## config.mk

```make
export PLATFORM = sky130hd
export DESIGN_NAME = rcm_ctrl
export DESIGN_NICKNAME = d
export VERILOG_FILES = /design/src/rtl/core/reverse_cuthill_mckee_order_defines.svh /design/src/rtl/core/rcm_pkg.sv /design/src/rtl/core/rcm_ctrl.sv
export SDC_FILE = /design/constraint.sdc
export NUM_CORES = 1
export LEC_CHECK = 0
export BUFFER_PORTS_ARGS = -buffer_cell sky130_fd_sc_hd__buf_2
export CAP_MARGIN = 20
export CORE_ASPECT_RATIO = 1.5
export CORE_MARGIN = 2
export CORE_UTILIZATION = 40
export CTS_CLUSTER_SIZE = 28
export DETAILED_ROUTE_END_ITERATION = 8
export GPL_ROUTABILITY_DRIVEN = 1
export PLACE_DENSITY = 0.71
export SETUP_SLACK_MARGIN = 0.05
export SYNTH_ARGS = -nofsm -noshare
export SYNTH_HDL_FRONTEND = slang
export SYNTH_SLANG_ARGS = --single-unit
```

## constraint.sdc

```tcl
create_clock -name clk -period 4.2 [get_ports clk]
set_clock_uncertainty 0.2 [all_clocks]
set_input_delay 0.42 -clock clk [delete_from_list [all_inputs] [get_ports clk]]
set_output_delay 0.42 -clock clk [all_outputs]
set_load 0.01 [all_outputs]
```

## src/rtl/core/reverse_cuthill_mckee_order_defines.svh

```systemverilog
// Assertion macros for the reverse Cuthill-McKee ordering block
`ifndef REVERSE_CUTHILL_MCKEE_ORDER_DEFINES_SVH
`define REVERSE_CUTHILL_MCKEE_ORDER_DEFINES_SVH

// Same-cycle implication, checked out of reset
`define RCM_ASSERT_NOW(lbl, ante, cons) \
  lbl: assert property (@(posedge clk) disable iff (rst) (ante) |-> (cons)) \
    else $error("rcm same-cycle check failed");

// Next-cycle implication, checked out of reset
`define RCM_ASSERT_NEXT(lbl, ante, cons) \
  lbl: assert property (@(posedge clk) disable iff (rst) (ante) |=> (cons)) \
    else $error("rcm next-cycle check failed");

`endif

```

## src/rtl/core/rcm_pkg.sv

```systemverilog
// Shared types, codes and sizes for the reverse Cuthill-McKee ordering block
package rcm_pkg;

  localparam int MAX_NODES_DEF = 1024;
  localparam int MAX_EDGES_DEF = 16384;

  localparam logic [1:0] CMD_CLEAR  = 2'd0;
  localparam logic [1:0] CMD_APPEND = 2'd1;
  localparam logic [1:0] CMD_RUN    = 2'd2;
  localparam logic [1:0] CMD_READ   = 2'd3;

  localparam logic [1:0] STAT_OK     = 2'd0;
  localparam logic [1:0] STAT_FULL   = 2'd1;
  localparam logic [1:0] STAT_RANGE  = 2'd2;
  localparam logic [1:0] STAT_NO_RUN = 2'd3;

  typedef struct packed {
    logic [1:0] command;
    logic [9:0] node;
    logic [9:0] neighbor;
    logic [9:0] start_node;
    logic [9:0] position;
  } in_item_t;

  typedef struct packed {
    logic [1:0]  status;
    logic [9:0]  point_index;
    logic [10:0] max_queue_length;
  } out_item_t;

  typedef enum logic [4:0] {
    OP_NONE,
    OP_LATCH,
    OP_CLEAR,
    OP_SET_ERR,
    OP_FILL_INIT,
    OP_FILL,
    OP_DEG_RD,
    OP_APPEND,
    OP_READ_ADDR,
    OP_READ_SET,
    OP_RUN_INIT,
    OP_SORT_RDI,
    OP_SORT_LATI,
    OP_SORT_RDJ,
    OP_SORT_CMP,
    OP_SORT_WR,
    OP_CLR_INIT,
    OP_VCLR,
    OP_START,
    OP_SCAN_RD,
    OP_SCAN_VRD,
    OP_CURSOR_INC,
    OP_PUSH_CAND,
    OP_DEQ_RD,
    OP_DEQ,
    OP_NB_INIT,
    OP_NB_RD,
    OP_NB_VRD,
    OP_NB_MARK,
    OP_INS_RD,
    OP_INS_SHIFT,
    OP_INS_PUT
  } dp_op_t;

  typedef enum logic [1:0] {
    OPX_NONE,
    OPX_PEAK,
    OPX_RUN_DONE,
    OPX_EMIT
  } dp_opx_t;

  typedef struct packed {
    dp_op_t  op;
    dp_opx_t opx;
  } ctl_cmd_t;

  typedef struct packed {
    logic [1:0] command;
    logic       bad;
    logic       fill_done;
    logic       i_done;
    logic       j_done;
    logic       q_empty;
    logic       cursor_done;
    logic       vis_hit;
    logic       nb_out;
    logic       k_zero;
    logic       j_first;
    logic       shift;
    logic       out_free;
  } dp_sts_t;

endpackage

```

## src/rtl/core/rcm_ctrl.sv

```systemverilog
// Controller state machine that sequences loads, ranking, walk and reads
module rcm_ctrl (
  input  logic              clk,
  input  logic              rst,
  input  logic              in_valid,
  output logic              in_stall,
  input  rcm_pkg::dp_sts_t  sts,
  output rcm_pkg::ctl_cmd_t cmd
);
  import rcm_pkg::*;

  typedef enum logic [4:0] {
    S_IDLE, S_DECODE, S_FILL, S_APP_RD, S_APP_WR, S_READ_WAIT,
    S_SORT_I, S_SORT_DI, S_SORT_J, S_SORT_CMP, S_CLR_INIT, S_CLR,
    S_START, S_TOP, S_SCAN, S_SCAN_V, S_SCAN_CHK, S_DEQ, S_DEQ_W,
    S_NB_INIT, S_NB_TOP, S_NB_CHK, S_NB_VCHK, S_INS_TOP, S_INS_CHK,
    S_DONE_RUN, S_FINISH
  } state_t;

  state_t state, state_next;

  assign in_stall = (state != S_IDLE);

  always_comb begin
    state_next = state;
    cmd.op     = OP_NONE;
    cmd.opx    = OPX_NONE;
    case (state)
      S_IDLE: begin
        if (in_valid) begin
          cmd.op     = OP_LATCH;
          state_next = S_DECODE;
        end
      end
      S_DECODE: begin
        if (sts.bad) begin
          cmd.op     = OP_SET_ERR;
          state_next = S_FINISH;
        end else begin
          case (sts.command)
            CMD_CLEAR: begin
              cmd.op     = OP_CLEAR;
              state_next = S_FINISH;
            end
            CMD_APPEND: begin
              cmd.op     = OP_FILL_INIT;
              state_next = S_FILL;
            end
            CMD_RUN: begin
              cmd.op     = OP_RUN_INIT;
              state_next = S_SORT_I;
            end
            default: begin
              cmd.op     = OP_READ_ADDR;
              state_next = S_READ_WAIT;
            end
          endcase
        end
      end
      // zero the degrees of nodes skipped since the last listed node
      S_FILL: begin
        if (sts.fill_done) begin
          cmd.op     = OP_DEG_RD;
          state_next = S_APP_RD;
        end else begin
          cmd.op = OP_FILL;
        end
      end
      S_APP_RD: state_next = S_APP_WR;
      S_APP_WR: begin
        cmd.op     = OP_APPEND;
        state_next = S_FINISH;
      end
      S_READ_WAIT: begin
        cmd.op     = OP_READ_SET;
        state_next = S_FINISH;
      end
      // rank each node by counting nodes that come before it
      S_SORT_I: begin
        if (sts.i_done) begin
          state_next = S_CLR_INIT;
        end else begin
          cmd.op     = OP_SORT_RDI;
          state_next = S_SORT_DI;
        end
      end
      S_SORT_DI: begin
        cmd.op     = OP_SORT_LATI;
        state_next = S_SORT_J;
      end
      S_SORT_J: begin
        if (sts.j_done) begin
          cmd.op     = OP_SORT_WR;
          state_next = S_SORT_I;
        end else begin
          cmd.op     = OP_SORT_RDJ;
          state_next = S_SORT_CMP;
        end
      end
      S_SORT_CMP: begin
        cmd.op     = OP_SORT_CMP;
        state_next = S_SORT_J;
      end
      S_CLR_INIT: begin
        cmd.op     = OP_CLR_INIT;
        state_next = S_CLR;
      end
      S_CLR: begin
        if (sts.i_done) begin
          state_next = S_START;
        end else begin
          cmd.op = OP_VCLR;
        end
      end
      S_START: begin
        cmd.op     = OP_START;
        state_next = S_TOP;
      end
      S_TOP: begin
        state_next = sts.q_empty ? S_SCAN : S_DEQ;
      end
      // restart from the lowest-ranked unvisited node
      S_SCAN: begin
        if (sts.cursor_done) begin
          state_next = S_DONE_RUN;
        end else begin
          cmd.op     = OP_SCAN_RD;
          state_next = S_SCAN_V;
        end
      end
      S_SCAN_V: begin
        cmd.op     = OP_SCAN_VRD;
        state_next = S_SCAN_CHK;
      end
      S_SCAN_CHK: begin
        if (sts.vis_hit) begin
          cmd.op     = OP_CURSOR_INC;
          state_next = S_SCAN;
        end else begin
          cmd.op     = OP_PUSH_CAND;
          state_next = S_DEQ;
        end
      end
      S_DEQ: begin
        cmd.op     = OP_DEQ_RD;
        state_next = S_DEQ_W;
      end
      S_DEQ_W: begin
        cmd.op     = OP_DEQ;
        state_next = S_NB_INIT;
      end
      S_NB_INIT: begin
        cmd.op     = OP_NB_INIT;
        state_next = S_NB_TOP;
      end
      S_NB_TOP: begin
        if (sts.k_zero) begin
          cmd.opx    = OPX_PEAK;
          state_next = S_TOP;
        end else begin
          cmd.op     = OP_NB_RD;
          state_next = S_NB_CHK;
        end
      end
      S_NB_CHK: begin
        if (sts.nb_out) begin
          state_next = S_NB_TOP;
        end else begin
          cmd.op     = OP_NB_VRD;
          state_next = S_NB_VCHK;
        end
      end
      S_NB_VCHK: begin
        if (sts.vis_hit) begin
          state_next = S_NB_TOP;
        end else begin
          cmd.op     = OP_NB_MARK;
          state_next = S_INS_TOP;
        end
      end
      // insert into this node's segment of the queue by rank
      S_INS_TOP: begin
        if (sts.j_first) begin
          cmd.op     = OP_INS_PUT;
          state_next = S_NB_TOP;
        end else begin
          cmd.op     = OP_INS_RD;
          state_next = S_INS_CHK;
        end
      end
      S_INS_CHK: begin
        if (sts.shift) begin
          cmd.op     = OP_INS_SHIFT;
          state_next = S_INS_TOP;
        end else begin
          cmd.op     = OP_INS_PUT;
          state_next = S_NB_TOP;
        end
      end
      S_DONE_RUN: begin
        cmd.opx    = OPX_RUN_DONE;
        state_next = S_FINISH;
      end
      S_FINISH: begin
        if (sts.out_free) begin
          cmd.opx    = OPX_EMIT;
          state_next = S_IDLE;
        end
      end
      default: state_next = S_IDLE;
    endcase
  end

  always_ff @(posedge clk) begin
    if (rst) begin
      state <= S_IDLE;
    end else begin
      state <= state_next;
    end
  end

endmodule

```

After elaboration in Yosys (flattened, before gate mapping)
Index checks and enable logic that the tools add are counted.

word-level totals
  register bits = 5
  bits in latches = 0
  RAM bits = 0
  bits in read-only memories = 0
  input bits = 17
  output and inout bits = 8
  word-level logic and storage cells = 74
  memories kept = 0

operators by class
  add/sub/neg operators = 0
  multiply operators = 0
  div/mod/pow operators = 0
  magnitude comparators = 0
  eq/ne operators = 32
  shift-type cells = 0
  multiplexer cells = 35
  bitwise logic cells = 0
  reduce and logical (&&, ||, !) cells = 6

operator list
  kind                  count
  $pmux W5 S24          1
  $pmux W5 S23          1
  $mux W5               14
  $eq A5 B5 Y1 const B  11
  $eq A5 B4 Y1 const B  8
  $eq A5 B3 Y1 const B  4
  $mux W4               5
  $mux W2               8
  $pmux W5 S3           1
  $pmux W4 S3           1
  $eq A5 B2 Y1 const B  2
  $ne A2 B2 Y1 const B  4
  $pmux W2 S3           1
  $eq A5 B1 Y1 const B  1
  $logic_not A5 Y1      1
  $reduce_bool A5 Y1    1
  $reduce_and A4 Y1     1
  $mux W1               3
  $reduce_or A3 Y1      1
  $eq A2 B1 Y1 const B  1
  $eq A2 B2 Y1 const B  1
  $logic_not A2 Y1      1
  $reduce_or A2 Y1      1

Depth between registers and ports, before layout
Gate-level depths: netlist (run 1).

  word-level depth = 4
  gate-level depth with buffers = 7
  gate-level depth less buffers = 5

Least setup slack after synthesis (run 1)
OpenSTA, ideal clock, no wires.

  kind = register -> output
  start = reg state[4]
  end = out cmd[5] (netlist bit)
  data arrival time = 1.316 ns
  required time = 3.580 ns
  setup slack = 2.264 ns
  stages on the path, launching flop included = 7
  path buffers = 3
  path through = dfxtp_1 buf_2 buf_4 buf_2 a311oi_1 a311oi_1 nand2_1

RTL lines
  element                 line             source
  from (decl)             rcm_ctrl.sv:20   state_t state, state_next;
  from (signal assigned)  rcm_ctrl.sv:218  state <= state_next;
  to (decl)               rcm_ctrl.sv:8    output rcm_pkg::ctl_cmd_t cmd

==> metrics.csv, run 1 <==
metric,value,unit
max_slew_margin,0.406,
htreeDepth,1,
cts_tree,yes,
nFillCells,330,
diodes,0,
drcViolationCount,0,
yosys_warnings,0,
io_pins,25,
yosysTopAreaCellShare,0.0842,
synth_edf_count,0,
wl_per_cell,16.9,µm
crit_chain,"nor2b_1, nand2_1, o32ai_2, a311oi_1, nand2_1, buf_2",
cp.required,3580,ps
drt_iter0_drc,101,
cts_resized,0,
setup_viol,0,
grt_max_degree,29,
clk_pin_slew_worst_paths,30,ps
critPathKind,reg2out,
tightest_slew,889,ps
grt_pass1_vias,1450,
vias_per_cell,6.52,
ys_seq_area_frac,0.0842,
largest-register,state,
maxCapViolCount,0,
power.leakage,0.476,nW
hold_path_startpoint,rst,
slew_viol_final,0,
synth_area_leader_cell,dfxtp_1,
avgSynthCellArea,6.39,µm²
synth_nets,203,
die_h,70.8,µm
fin_nets,221,
port_buffers,24,
finalHoldViolations,0,
rows,24,
fin_crit,2730,ps
start_util,0.412,
cts_buffer_depth,2,
async_reset_ff_frac,0,
grt_pass1_wl,6.61,mm
peakVddDrop,0.000338,V
arrival,2110,ps
synth_cell_type_count,52,
largestRegisters,state (5),
end_kind,output pin,
cts_buffers,3,
clock-sinks,5,
insertion_delay,220,ps
die_x,48.5,µm
period_share,0.650,
antenna_found_initial,0,
first_pass_iters,4,
routabilityCongestion,0.983,
most-common-layout-cells,"buf_2 (24), nand2_1 (22), nor2_1 (17), a21oi_1 (17), o21ai_0 (16)",
slowest_stage,dfxtp_1,
synth_ff_type,dfxtp_1,
post_cts_buffers,0,
core,0.00288,mm²
netlist_top_cells_area,"dfxtp_1 (8.4%), a21oi_1 (7.2%), nand2_1 (6.9%), o21ai_0 (6.7%), nor2_1 (5.4%)",
fin_worst_hold_slack,248,ps
area_delta_synth_final,12.3,%
wirelength,4.08,mm
grt_use_total,0.236,
holdBufCountCts,0,
design.die.area,0.00343,mm²
powerDensity,602,mW/mm²
hpwl,3.00,mm
crit-reg2reg-launch,state[3],
ant_nets,0,
status,"complete, no violations",
path_max_fanout,28,
startpoint,state[0],
critPathLaunchType,flip-flop,
slowest_delay,890,ps
setup-tns-final,0,ps
overflow,0,
syn_inst,186,
synth_area,0.00119,mm²
drive_gt1_frac,0.202,
final_common_cell,buf_2,
rsz0062_at_grt,false,
largest_reg_flops,5,
hold_class,in2reg,
cts-root-buf,clkbuf_8,
cpMostUsedCell,nand2_1,
ys_seq_elements,5,
via_count,1578,
max_freq,366,MHz
-- final timing paths --
path | end | slack, ps | cells after the start
max | cmd[5] | 1470 | 6
min | state[4] | 250 | 2
max reg2reg | state[1] | 1820 | 6
min reg2reg | state[3] | 620 | 1
-- power by group --
group	total, mW	internal (mW)	switching (mW)
Sequential	0.130	0.0638	0.0667
Combinational	0.587	0.231	0.357
Clock	0.0865	0.0650	0.0216
-- cell usage after synthesis, types with 2 or more instances --
library cell,count
nand2_1,22
a21oi_1,17
nor2_1,17
o21ai_0,16
buf_2,9
nand3_1,8
nand2b_1,7
nor2b_1,6
nor3_1,6
buf_4,5
dfxtp_1,5
a31oi_1,4
inv_1,4
nand3b_1,4
o2111ai_1,4
a22oi_1,3
nor3b_1,3
nor4_1,3
o32ai_1,3
a2bb2oi_1,2
a311oi_1,2
and2_1,2
and2b_1,2
buf_6,2
o2bb2ai_1,2
o32ai_2,2
-- worst max-delay path, delay by kind of cell (launching register included) --
| kind | cells | cell delay, ps |
|---|---|---|
| flops | 1 | 890 |
| simple gates | 3 | 610 |
| compound gates | 2 | 270 |
| buf+inv | 1 | 120 |
-- cell type report --
cell class	count	area [µm²]	share of cell area
clock buffer	4	45.0	0.0337
inverter	5	18.8	0.0141
multi-input combinational	160	965	0.723
sequential	5	100	0.0750
tap	39	48.8	0.0366
timing repair buffer	29	158	0.118
-- metrics by stage --
| stage | power [mW] | setup slack, ps | cell area, µm² | util | instances |
|---|---|---|---|---|---|
| 2_1_floorplan | 0.571 | 2260 | 1190 | - | 186 |
| 3_3_place_gp | 0.701 | 1780 | 1290 | 0.447 | 238 |
| 3_5_place_dp | 0.698 | 1770 | 1290 | 0.447 | 238 |
| 4_1_cts | 0.790 | 1530 | 1340 | 0.463 | 242 |
| 5_1_grt | 0.869 | 1290 | 1340 | 0.463 | 242 |
| 6_report | 0.804 | 1470 | 1340 | 0.463 | 242 |
-- metal layers --
metal / global-route usage / up-vias / part of all wire
li1: - / 736 / -
met1: 0.295 / 705 / 0.38
met2: 0.381 / 119 / 0.48
met3: 0.0232 / 18 / 0.088
met4: 0.162 / 0 / 0.049
met5: 0 / - / 0
-- logic make-up after synthesis --
logic type                share of synthesized area
and+or+nand+nor                               0.404
AOI/OAI and AO/OA                             0.400
buffers and inverters                         0.104
DFF                                          0.0842
xor gates and xnor gates                    0.00737
(Power assumes the default switching activity.)
==> run 2, diff against run 1 <==
- clock period: 4.2 -> 2.6 ns (I/O delays scaled with it)
==> run 2 against run 1 <==
Compared with the run above: clock power is 61% higher; sequential share of layout area hardly changed; clock-buffer cell count unchanged; via count down 1.3%; utilization grew 1.4 points; routed wire length fell by 0.37%; combinational power grew 68%; register-to-register slack worse by 1400 ps; critical endpoint is now cmd[2]; largest cell class unchanged.
==> metrics.csv, run 2 (synthesized netlist as in run 1, its figures left out) <==
metric,value,unit,change
cts-root-buf,clkbuf_8,,unchanged
die_x,48.5,µm,unchanged
post_cts_buffers,0,,unchanged
core,0.00288,mm²,unchanged
insertion_delay,220,ps,about the same
grt_use_total,0.239,,was 0.236
cts_buffers,3,,unchanged
finalHoldViolations,0,,unchanged
drcViolationCount,0,,unchanged
drt_iter0_drc,122,,was 101
via_count,1557,,was 1578
port_buffers,24,,unchanged
tightest_slew,539,ps,was 889 ps
dp_slack,422,ps,was 1770 ps
area_delta_synth_final,15.7,%,was 12.3%
ant_nets,0,,unchanged
fin_crit,2370,ps,
most-common-layout-cells,"buf_2 (24), nand2_1 (22), nor2_1 (17), a21oi_1 (17), o21ai_0 (16)",,unchanged
hpwl,3.08,mm,was 3.00 mm
design.die.area,0.00343,mm²,unchanged
max_slew_margin,0.640,,was 0.406
antenna_found_initial,0,,unchanged
largestRegisters,state (5),,unchanged
vias_per_cell,6.30,,was 6.52
period_share,0.912,,
final_common_cell,buf_2,,unchanged
drive_gt1_frac,0.231,,was 0.202
fin_nets,226,,was 221
arrival,1910,ps,was 2110 ps
rows,24,,unchanged
placed_cell_area,0.00133,mm²,was 0.00129 mm²
finish.instance_area,0.00138,mm²,was 0.00134 mm²
slew_viol_final,0,,unchanged
first_pass_iters,4,,unchanged
grt_pass1_vias,1463,,was 1450
power.leakage,0.502,nW,was 0.476 nW
critPathKind,reg2out,,unchanged
cts_buffer_depth,2,,unchanged
status,"complete, no violations",,unchanged
setup_viol,0,,unchanged
diodes,0,,unchanged
clock-sinks,5,,unchanged
routabilityCongestion,0.977,,was 0.983
setup-tns-final,0,ps,unchanged
io_pins,25,,unchanged
die_h,70.8,µm,unchanged
critPathLaunchType,flip-flop,,unchanged
hold_class,in2reg,,unchanged
maxCapViolCount,0,,unchanged
grt_pass1_wl,6.56,mm,was 6.61 mm
overflow,0,,unchanged
max_freq,422,MHz,
clk_pin_slew_worst_paths,30,ps,about the same
largest-register,state,,unchanged
start_util,0.412,,unchanged
wl_per_cell,16.5,µm,was 16.9 µm
wirelength,4.07,mm,was 4.08 mm
setup_ws,230,ps,was 1470 ps
cts_tree,yes,,unchanged
grt_max_degree,34,,was 29
largest_reg_flops,5,,unchanged
htreeDepth,1,,unchanged
cp.required,2140,ps,was 3580 ps
holdBufCountCts,0,,unchanged
end_kind,output pin,,unchanged
peakVddDrop,0.000471,V,was 0.000338 V
cts_resized,0,,unchanged
powerDensity,975,mW/mm²,was 602 mW/mm²
path_max_fanout,15,,was 28
rsz0062_at_grt,false,,unchanged
run 2: cell types whose count changed in the layout (fill, tap and decap cells not counted):
cell / before / now
buf_4: 5 / 10
dfxtp_1: 5 / 3
dfxtp_2: 0 / 2
run 2: critical path, stage by stage (launching register included):
cell and delay [ps]:
dfxtp_1 650, buf_4 230, nor3b_1 220, nand2_1 90
a21oi_1 170, o21ai_0 110, o2111ai_1 80, buf_2 160
run 2: area by class of cell:
type / instances / area [µm²]
inverters: 5 / 18.8
flip-flops and latches: 5 / 103
repair buffers: 34 / 195
fillers: 329 / 1510
well taps: 39 / 48.8
clock buffers: 4 / 45.0
multi-input cells: 160 / 965
run 2: through the flow:
step                      power (mW)  utilization  cells  hold WS, ps
final                           1.34        0.477    247         69.4
after detailed placement        1.18        0.461    243          297
after floorplan                0.922            -    186          129
after global placement          1.18        0.461    243          297
after global routing            1.45        0.477    247         70.1
after CTS                       1.32        0.476    247         68.4
run 2: worst paths after layout:
kind / endpoint / cells past startpoint / slack (ps) / start
setup / recovery: cmd[2] / 7 / 230 / state[0]
hold / removal: state[4] / 2 / 70 / rst
setup reg to reg: state[0] / 6 / 400 / state[1]
hold reg to reg: state[1] / 1 / 520 / state[1]
run 2: per-layer routing:
metal  vias up  track usage  part of all wire
li1        745            -                 -
met1       713        0.270              0.38
met2        87        0.423              0.50
met3        12       0.0274             0.069
met4         0        0.156             0.047
met5         -            0                 0
run 2: power by group:
part           internal, mW  total [mW]  leakage [nW]  switching, mW
Sequential            0.106       0.216        0.0419          0.110
Combinational         0.411       0.986         0.437          0.575
Clock                 0.105       0.139        0.0228         0.0339
Total                 0.622        1.34         0.502          0.718
==> run 3, diff against run 2 <==
- ABC_AREA: unset -> 1
- CORE_MARGIN: 2 -> unset
==> run 3 against run 2 <==
Compared with the run above: the flow now finishes with violations (design-rule violations); utilization increased by 1.1 points; setup slack worse by 15 ps; register-to-register slack better by 260 ps; clock-buffer cell count down 1; critical path type unchanged.
==> metrics.csv, run 3 <==
metric,value,unit,change
ant_nets,0,,unchanged
grtUsageMet1,0.313,,was 0.270
end_kind,output pin,,unchanged
final_common_cell,nand2_1,,was buf_2
ys_seq_elements,5,,unchanged
design.die.area,0.00284,mm²,was 0.00343 mm²
die_x,43.9,µm,was 48.5 µm
status,finished with violations,,"was complete, no violations"
clk_pin_slew_worst_paths,50,ps,was 30 ps
critPathTopFamily,simple AND/OR/NAND/NOR gates,,was flip-flops
netlist_top_cells_area,"nand2_1 (18%), nor2_1 (14%), nand3_1 (12%), dfxtp_1 (9.5%), inv_1 (8.9%)",,"was dfxtp_1 (8.4%), a21oi_1 (7.2%), nand2_1 (6.9%), o21ai_0 (6.7%), nor2_1 (5.4%)"
power.leakage,0.730,nW,was 0.502 nW
synth_ff_type,dfxtp_1,,unchanged
most-common-layout-cells,"nand2_1 (51), nor2_1 (40), nand3_1 (26), inv_1 (25), buf_2 (24)",,"was buf_2 (24), nand2_1 (22), nor2_1 (17), a21oi_1 (17), o21ai_0 (16)"
start_util,0.425,,was 0.412
cpMostUsedCell,nand2_1,,
grt_use_total,0.301,,was 0.239
slowest_delay,500,ps,was 650 ps
drcViolationCount,2,,was 0
critPathKind,reg2out,,unchanged
hold_class,in2reg,,unchanged
max_slew_margin,0.736,,was 0.640
cts-root-buf,clkbuf_4,,was clkbuf_8
via_count,1462,,was 1557
diodes,0,,unchanged
drive_gt1_frac,0.219,,was 0.231
first_pass_iters,6,,was 4
synth_cell_type_count,25,,was 52
core,0.00248,mm²,was 0.00288 mm²
area_delta_synth_final,15.0,%,was 15.7%
period_share,0.917,,was 0.912
violations,design-rule violations,,
yosysMostFrequentCell,nand2_1,,unchanged
setup_viol,0,,unchanged
overflow,0,,unchanged
path_max_fanout,8,,was 15
largest-register,state,,unchanged
rows,22,,was 24
grt_max_degree,12,,was 34
synth_area_leader_cell,nand2_1,,was dfxtp_1
wirelength,3.85,mm,was 4.07 mm
yosys_warnings,0,,unchanged
finalHoldViolations,0,,unchanged
powerDensity,1020,mW/mm²,was 975 mW/mm²
fin_worst_hold_slack,24.3,ps,was 69.4 ps
cts_buffers,3,,unchanged
htreeDepth,1,,unchanged
io_pins,25,,unchanged
finish.instance_area,0.00121,mm²,was 0.00138 mm²
cts_resized,0,,unchanged
syn_inst,208,,was 186
holdBufCountCts,0,,unchanged
setup-tns-final,0,ps,unchanged
busiest_layer,met2,,unchanged
maxCapViolCount,0,,unchanged
antenna_found_initial,0,,unchanged
grt_pass1_vias,1415,,was 1463
fin_util,0.488,,was 0.477
routabilityCongestion,0.989,,was 0.977
ys_seq_area_frac,0.0951,,was 0.0842
vias_per_cell,5.69,,was 6.30
cts_tree,yes,,unchanged
synth_edf_count,0,,unchanged
synthTopCellsByCount,"nand2_1 (51), nor2_1 (40), nand3_1 (26), inv_1 (25), nand4_1 (9)",,"was nand2_1 (22), a21oi_1 (17), nor2_1 (17), o21ai_0 (16), buf_2 (9)"
synth_area,0.00105,mm²,was 0.00119 mm²
power.total,1.23,mW,was 1.34 mW
port_buffers,24,,unchanged
placed_cell_area,0.00118,mm²,was 0.00133 mm²
arrival,1930,ps,was 1910 ps
die_h,64.8,µm,was 70.8 µm
grt_util_met2,0.511,,was 0.423
largest_reg_flops,5,,unchanged
hpwl,3.30,mm,was 3.08 mm
drt_iter0_drc,88,,was 122
slew_viol_final,0,,unchanged
peakVddDrop,0.000502,V,was 0.000471 V
met3_usage,0.0446,,was 0.0274
wl_per_cell,15.0,µm,was 16.5 µm
grt_pass1_wl,6.33,mm,was 6.56 mm
critPathLaunchType,flip-flop,,unchanged
rsz0062_at_grt,false,,unchanged
max_freq,419,MHz,was 422 MHz
fin_crit,2390,ps,was 2370 ps
post_cts_buffers,0,,unchanged
synth_nets,225,,was 203
insertion_delay,250,ps,was 220 ps
largestRegisters,state (5),,unchanged
crit_buf_inv,1,,was 2
cp.required,2140,ps,about the same
fin_nets,251,,was 226
yosysTopAreaCellShare,0.182,,was 0.0842
avgSynthCellArea,5.06,µm²,was 6.39 µm²
async_reset_ff_frac,0,,unchanged
crit_chain,"nand2_1, nor2_1, nand3_1, nand2_1, nor3_1, nand4_1, buf_2",,"was buf_4, nor3b_1, nand2_1, a21oi_1, o21ai_0, o2111ai_1, buf_2"
slowest_stage,dfxtp_1,,unchanged
clock-sinks,5,,unchanged
nFillCells,278,,was 329
tightest_slew,395,ps,was 539 ps
cts_buffer_depth,2,,unchanged
==> run 3: cell count changes in the layout (fill, tap and decap cells not counted), moves of 5 or more <==
| cell | before | now |
|---|---|---|
| nand2_1 | 22 | 51 |
| nor2_1 | 17 | 40 |
| inv_1 | 4 | 25 |
| nand3_1 | 8 | 26 |
| a21oi_1 | 17 | 6 |
| o21ai_0 | 16 | 5 |
| buf_4 | 10 | 1 |
| nand4_1 | 0 | 9 |
| nand2b_1 | 7 | 0 |
| nand2_2 | 0 | 5 |
| nor2b_1 | 6 | 1 |
==> run 3: layer usage <==
| metal | wire, µm | vias up |
|---|---|---|
| met4 | 323 | 0 |
| li1 | - | 725 |
| met1 | 1360 | 631 |
| met2 | 1900 | 80 |
| met3 | 260 | 26 |
| met5 | 0 | - |
==> run 3: path summary, 6_finish.rpt <==
check            from        to  slack, ps  cells after the start
max          state[0]    cmd[2]        210                      7
min               rst  state[2]         20                      2
max reg2reg  state[2]  state[4]        660                      7
min reg2reg  state[3]  state[3]        410                      2
==> run 3: where the power goes <==
group / leakage (nW) / switching [mW] / internal [mW]
clock network: 0.0177 / 0.0349 / 0.0558
logic: 0.671 / 0.621 / 0.335
registers: 0.0414 / 0.0779 / 0.110
total: 0.730 / 0.734 / 0.501
==> run 3: cell type report <==
cell class | count | area, µm² | share of cell area
sequential | 5 | 101 | 0.0838
clock buffer | 3 | 22.5 | 0.0186
clock inverter | 1 | 5.00 | 0.00414
timing repair buffer | 25 | 128 | 0.105
inverter | 30 | 115 | 0.0951
tap | 24 | 30.0 | 0.0248
multi-input combinational | 169 | 808 | 0.668
==> run 3: cells by family (layout without fill, tap and decap cells) <==
| family | after synthesis | after routing | synth area share |
|---|---|---|---|
| flip-flops | 5 | 5 | 0.0951 |
| AND/OR/NAND/NOR | 153 | 153 | 0.684 |
| buffers and inverters | 34 | 59 | 0.137 |
| AO/OA/AOI/OAI | 16 | 16 | 0.0844 |
==> run 3: per-stage QoR <==
stage	instances	worst slack (ps)
6_report	257	215
5_1_grt	257	85.2
4_1_cts	257	150
3_5_place_dp	253	423
3_3_place_gp	253	394
2_1_floorplan	208	879
